--- src/rtl/sdf_pkg.sv ---
`timescale 1ns / 1ps
package sdf_pkg;

  localparam int FRAC_BITS_DEF = 16;

  localparam int DATA_W = 32;
  localparam int CFG_W  = 31;
  localparam int IDX_W  = 2;
  localparam int DIFF_W = DATA_W + 1;
  localparam int SQ_W   = 2 * DIFF_W;
  localparam int ROOT_W = DIFF_W;
  localparam int REM_W  = ROOT_W + 2;
  localparam int NUM_W  = 64;
  localparam int PROD_W = NUM_W + DIFF_W;
  localparam int SUM_W  = 66;

  localparam logic [IDX_W-1:0] REG_REST_LENGTH = 2'd0;
  localparam logic [IDX_W-1:0] REG_STIFFNESS   = 2'd1;
  localparam logic [IDX_W-1:0] REG_DAMPING     = 2'd2;

  localparam logic [CFG_W-1:0] REST_LENGTH_RST = 31'd65536;
  localparam logic [CFG_W-1:0] STIFFNESS_RST   = 31'd65536;
  localparam logic [CFG_W-1:0] DAMPING_RST     = 31'd0;

  typedef struct packed {
    logic [2:0][DIFF_W-1:0] dmag;
    logic [2:0]             dneg;
    logic [2:0]             dvneg;
    logic [2:0][NUM_W-1:0]  dmp;
  } sq_side_t;

  typedef struct packed {
    logic [NUM_W-1:0] dmp;
    logic             dvneg;
    logic             sneg;
    logic             zr;
  } div_side_t;

endpackage

--- src/rtl/sdf_isqrt.sv ---
`timescale 1ns / 1ps
module sdf_isqrt #(
  parameter int SIDE_W = 1
) (
  input  logic                       clk,
  input  logic                       rst,
  input  logic                       adv,
  input  logic                       in_valid,
  input  logic [sdf_pkg::SQ_W-1:0]   sq,
  input  logic [SIDE_W-1:0]          in_side,
  output logic                       out_valid,
  output logic [sdf_pkg::ROOT_W-1:0] root,
  output logic [SIDE_W-1:0]          out_side
);

  localparam int STEPS = sdf_pkg::ROOT_W;
  localparam int SQ_W  = sdf_pkg::SQ_W;
  localparam int RT_W  = sdf_pkg::ROOT_W;
  localparam int RM_W  = sdf_pkg::REM_W;

  logic [SQ_W-1:0]   s_q  [STEPS];
  logic [RT_W-1:0]   rt_q [STEPS];
  logic [RM_W-1:0]   rm_q [STEPS];
  logic [SIDE_W-1:0] sd_q [STEPS];
  logic [STEPS-1:0]  v_q;

  for (genvar g = 0; g < STEPS; g++) begin : g_step
    logic [SQ_W-1:0]   s_in;
    logic [RT_W-1:0]   rt_in;
    logic [RM_W-1:0]   rm_in;
    logic [SIDE_W-1:0] sd_in;
    logic              v_in;
    logic [RM_W+1:0]   cand;
    logic [RM_W+1:0]   trial;
    logic [RM_W+1:0]   diff;
    logic              ge;

    if (g == 0) begin : g_first
      assign s_in  = sq;
      assign rt_in = '0;
      assign rm_in = '0;
      assign sd_in = in_side;
      assign v_in  = in_valid;
    end else begin : g_next
      assign s_in  = s_q[g-1];
      assign rt_in = rt_q[g-1];
      assign rm_in = rm_q[g-1];
      assign sd_in = sd_q[g-1];
      assign v_in  = v_q[g-1];
    end

    assign cand  = {rm_in, s_in[SQ_W-1 -: 2]};
    assign trial = {{(RM_W-RT_W){1'b0}}, rt_in, 2'b01};
    assign ge    = cand >= trial;
    assign diff  = cand - trial;

    always_ff @(posedge clk) begin
      if (rst) begin
        v_q[g] <= 1'b0;
      end else if (adv) begin
        v_q[g] <= v_in;
      end
    end

    always_ff @(posedge clk) begin
      if (adv) begin
        s_q[g]  <= {s_in[SQ_W-3:0], 2'b00};
        rt_q[g] <= {rt_in[RT_W-2:0], ge};
        rm_q[g] <= ge ? diff[RM_W-1:0] : cand[RM_W-1:0];
        sd_q[g] <= sd_in;
      end
    end
  end

  assign out_valid = v_q[STEPS-1];
  assign root      = rt_q[STEPS-1];
  assign out_side  = sd_q[STEPS-1];

endmodule

--- config.mk ---
export PLATFORM = sky130hd
export DESIGN_NAME = sdf_isqrt
export DESIGN_NICKNAME = d
export VERILOG_FILES = /design/src/rtl/sdf_pkg.sv /design/src/rtl/sdf_isqrt.sv
export SDC_FILE = /design/constraint.sdc
export NUM_CORES = 2
export LEC_CHECK = 0
export BUFFER_PORTS_ARGS = -buffer_cell sky130_fd_sc_hd__clkbuf_2
export CORE_MARGIN = 2
export CORE_UTILIZATION = 55
export CTS_CLUSTER_DIAMETER = 80
export DETAILED_ROUTE_END_ITERATION = 7
export GPL_TIMING_DRIVEN = 0
export PLACE_DENSITY = 0.67
export SLEW_MARGIN = 10
export SYNTH_ARGS = -nofsm -noshare
export SYNTH_HDL_FRONTEND = slang
export SYNTH_MEMORY_MAX_BITS = 65536
export SYNTH_SLANG_ARGS = --single-unit
--- constraint.sdc ---
create_clock -name clk -period 4.08 [get_ports clk]
set_clock_uncertainty 0.1 [all_clocks]
set_input_delay 0.612 -clock clk [delete_from_list [all_inputs] [get_ports clk]]
set_output_delay 0.612 -clock clk [all_outputs]
set_load 0.1 [all_outputs]
Word level (Yosys, flattened, before mapping)
Memories as Yosys holds them, arrays and structs flattened.
Index checks and enable logic that the tools add are counted.

word-level totals
  register bits = 33
  latch bits = 0
  memory bits (writable) = 4389
  ROM bits = 0
  input bits = 71
  output and inout port bits = 35
  word-level logic and storage cells = 138
  memories = 4

memory list
  name  words  bits a word  read ports  clocked after memory_dff  wr ports  line             source
  s_q   33     64           32          0                         33        sdf_isqrt.sv:21  logic [SQ_W-1:0] s_q [STEPS];
  rm_q  33     35           32          0                         33        sdf_isqrt.sv:23  logic [RM_W-1:0] rm_q [STEPS];
  rt_q  33     33           33          0                         33        sdf_isqrt.sv:22  logic [RT_W-1:0] rt_q [STEPS];
  sd_q  33     1            33          0                         33        sdf_isqrt.sv:24  logic [SIDE_W-1:0] sd_q [STEPS];

operators by class
  add/subtract/negate cells = 33
  multiply operators = 0
  divide/modulo/power cells = 0
  order comparisons = 33
  eq/ne operators = 0
  shift-type cells = 0
  muxes and demuxes = 35
  bitwise logic cells = 0
  reductions and logical operators = 0

operators with widths
  cell                                                 number
  >= comparator 37 x 35 -> 1 bit                       32
  2-to-1 mux 35 bit                                    33
  subtractor 35 bit                                    32
  subtractor 2 x 1 -> 3 bit, second input constant     1
  >= comparator 2 x 1 -> 1 bit, second input constant  1
  2-to-1 mux 1 bit                                     2

Depth between registers and ports, before layout
An unclocked memory read counts as a cell.

  depth in word-level cells = 3
  depth in mapped cells = 15
  mapped depth without buffers = 13

Worst setup path after synthesis
Ideal clock, no wire load.

  path kind = register to register
  start = memory rm_q[0][442] (netlist name)
  end = memory rm_q[0][473] (netlist name), data pin
  setup time = 0.271 ns
  arrival time = 3.132 ns
  data required time = 3.709 ns
  setup slack = 0.576 ns
  stages on the path, launching flop included = 12
  path buffers = 1
  period minus slack after synthesis = 3.504 ns
  path through = edfxtp_1 > or4_4 > or3_4 > or4_4 > or3_1 > or3_4 > nor3_2 > a22o_4 > buf_8 > or3_1 > nor4_1 > xor2_1

RTL lines
  element      line
  from (decl)  sdf_isqrt.sv:23

==> run summary <==
- flip-flop — endpoint type of the worst setup path
- 305 — total clock buffers created by CTS
- 60 ps — register clock-pin slew on the reported worst setup and hold paths
- 123 ps — Worst Hold Margin
- 0 — Detail Route Antenna Nets
- 81.2 mW — overall power consumption
- 74.0k — via count of the first global-routing pass
- 0 — total count of hold-check failures in the final report
- 0.649 — fraction of the yosys area taken by sequential cells
- 0 — max-slew violations
- 0 — DRC violations left
- 106 — boundary pin count
- built — clock tree from TritonCTS
- 14 — number of antenna violations at the first check in global routing
- 0.234 mm2 — Die Area
- 0.230 mm2 — area of the core
- 17.5k — number of filler cells placed in the layout
- 13.5k — Final Non-Filler Cells
- 0.274 — Max-slew headroom
- in -> reg — class of the tightest hold or removal check
- 0 — count of synthesis-stage warnings from yosys
- inv_1 -> ha_1 -> nand2b_1 -> or4b_2 -> a21oi_1 -> nor4_4 -> nor4_2 -> nand3b_1 -> xnor2_1 — CP Cell Sequence
- edfxtp_1 — most frequent standard cell in the layout excluding fill and tap cells
- 430 mm — global-route wire length before repair
- 0.0829 — share of cells above drive strength 1
- 820 ps — Crit path largest cell delay
- 5 — number of H-tree levels
- 279 mm — final WL
- 0.552 — initial cell density of the core
- 104 — number of port buffers
- 12.9k — instance count after placement with tap cells included
- flip-flop — startpoint type of the worst setup path
- 6 — first drt pass iteration count
- 1.02 — Period Utilization, post-route
- clkbuf_16 — clock tree root buffer cell
- 13.0 um2 — per-instance average area after synthesis
- 0 — proportion of register bits with asynchronous set or reset after synthesis
- simple AND/OR/NAND/NOR gates — critical path's top delay family
- 9,783 — gate count of the mapped netlist
- 176 — Site Rows
- 117 — largest net degree at the start of global routing
- 0.127 mm2 — mapped cell area
- edfxtp_1 — ys flop type
- 12.9% — Area growth syn-to-layout
- 5.70 — vias per cell
- 11.0k — count of nets after finishing
- reg -> reg — crit path kind
- 930 ps — insertion delay to the later sink of the worst-skew pair
- 4590 ps — Crit path required time
- 4 — buffer levels on the longest clock path
- 1 — Buf+Inv Stages, Crit Path
- 484 um — die outline width
- 0.925 — weighted congestion at the end of routability-driven global placement
- nor4_2 — critical-path cell with the highest stage delay
- 8 — critical-path maximum fanout
- 2,750 — Seq cells post-synth
- 1080 ps — transition time of the tightest slew-check pin
- 54.9 nW — cell leakage power
- 484 um — die height
- 6,908 — DR iter-0 viols
- 202 mm — Final HPWL DP
- negative setup slack — violations in the final reports
- 0.241 GHz — Fmax achieved
- -72.7 ps — total negative slack for setup checks
- 77.2k — routed via count
- 99 — post-synth cell types
- 10.5k — Syn Nets
- yes — setup repair after global routing missed its margin
- 1 — final setup vio count
- 0.462 mV — worst supply voltage drop on vdd
- 2,750 — # clock sinks
- 0 — total grt overflow
- edfxtp_1 (2,717), inv_1 (774), nand2_1 (701) — commonest cells after routing, fill and taps aside
- 2,717 — number of enable flip-flop cells after synthesis
- 4150 ps — Period minus WS final
- -72.7 ps — least setup slack across all paths after layout
- 0.234 — overall routing resource usage
- 20.6 um — routed wire length per instance
- 4660 ps — endpoint arrival time on the critical path
- 0 — number of max-capacitance violations reported
- finished, violations left — outcome
- 568 mW/mm2 — power density over cell area
routing by layer:
| layer | wire (um) | up-vias | GRT usage |
|---|---|---|---|
| met5 | 9 | - | 0 |
| met4 | 6300 | 2 | 0.0567 |
| met3 | 15900 | 447 | 0.0335 |
| met2 | 125000 | 1965 | 0.356 |
| met1 | 132000 | 37500 | 0.357 |
| li1 | - | 37200 | - |
registers in the layout (all words and copies together) (netlist names):
| signal | count |
|---|---|
| g_step.v_in | 32 |
| sd_q | 33 |
| out_valid | 1 |
| s_q | 1056 |
| rt_q | 561 |
| rm_q | 1067 |
cells by family after synthesis:
| logic type | after synthesis | share of synthesized area |
|---|---|---|
| DFF | 2750 | 0.649 |
| and+or+nand+nor | 2550 | 0.0996 |
| AOI/OAI and AO/OA | 1935 | 0.0941 |
| buffers and inverters | 959 | 0.0286 |
| xor gates and xnor gates | 881 | 0.0608 |
| adders and majority gates | 596 | 0.0588 |
| muxes | 111 | 0.00943 |
| other | 1 | 0.0000296 |
repair_timing:
item | CTS | global route
hold endpoints to repair | 124 | 0
setup buffers | 3 | 11
cloned | 3 | 0
hold buffers | 72 | 0
endpoints found under the setup margin | 675 | 443
gates resized for setup | 88 | 131
pin swaps | 3 | 9
layout make-up:
| class | instances | area (um2) | share of cell area |
|---|---|---|---|
| sequential | 2750 | 82200 | 0.575 |
| multi-input combinational | 6074 | 41600 | 0.290 |
| clock buffer | 371 | 8030 | 0.0561 |
| tap | 3026 | 3790 | 0.0264 |
| inverter | 780 | 2930 | 0.0205 |
| timing repair buffer | 219 | 2200 | 0.0153 |
| clock inverter | 151 | 1640 | 0.0114 |
| buffer | 174 | 771 | 0.00538 |
| antenna | 3 | 7.51 | 0.0000524 |
through the flow:
stage	setup WS (ps)	util	cell area, um2
after detailed placement	-1580	0.574	132000
final	-72.7	0.623	143000
after floorplan	576	-	127000
after global routing	-168	0.623	143000
after CTS	5.58	0.621	143000
after global placement	-44560	0.571	131000
Yosys cell counts (12+ instances only):
library cell  instances  area, um2
o31a_1               13        114
a31oi_1              38        238
nand4_1             106        663
o41ai_1              14        123
ha_1                596       7460
o21a_1              100        751
or2_2                46        288
nand4b_1             12        105
and4_1               17        149
mux2_2               64        721
nand3b_1             28        210
nand3_1             151        756
xor2_1              435       3810
a211oi_1             40        300
dfxtp_1              33        661
nor4_1              151        945
nor3b_1              13       97.6
buf_1                16       60.1
nand2_1             703       2640
and2_1               28        175
o21bai_1             50        375
or4_1                61        458
o211ai_1             26        195
a2111oi_0            15        131
a21o_1              257       1930
or3_1                96        601
a41oi_1              16        140
mux2i_1              46        460
a21oi_1             581       2910
clkbuf_1            154        578
o21ai_0             552       2760
nand2b_1            136        851
a21boi_0             26        195
and3_1               67        419
edfxtp_1           2717      81600
nor3_1              224       1120
xnor2_1             446       3910
nor2b_1              92        576
nor2_1              575       2160
o2111ai_1            14        123
o31ai_1              78        586
inv_1               774       2910
where the power goes:
group          internal [mW]  switching [mW]
Combinational           6.71            9.85
Sequential              35.6            2.38
Clock                   15.9            10.8
worst paths after layout:
path / from / end / slack [ps] / cells past startpoint
max: rt_q[0][272]$_DFFE_PP_ / rm_q[0][345]$_DFFE_PP_ / -70 / 9
min: adv / s_q[0][14]$_DFFE_PP_ / 120 / 2
max reg2reg: rt_q[0][272]$_DFFE_PP_ / rm_q[0][345]$_DFFE_PP_ / -70 / 9
min reg2reg: s_q[0][404]$_DFFE_PP_ / s_q[0][470]$_DFFE_PP_ / 300 / 0
No activity file was read; power rests on OpenSTA's default activity.
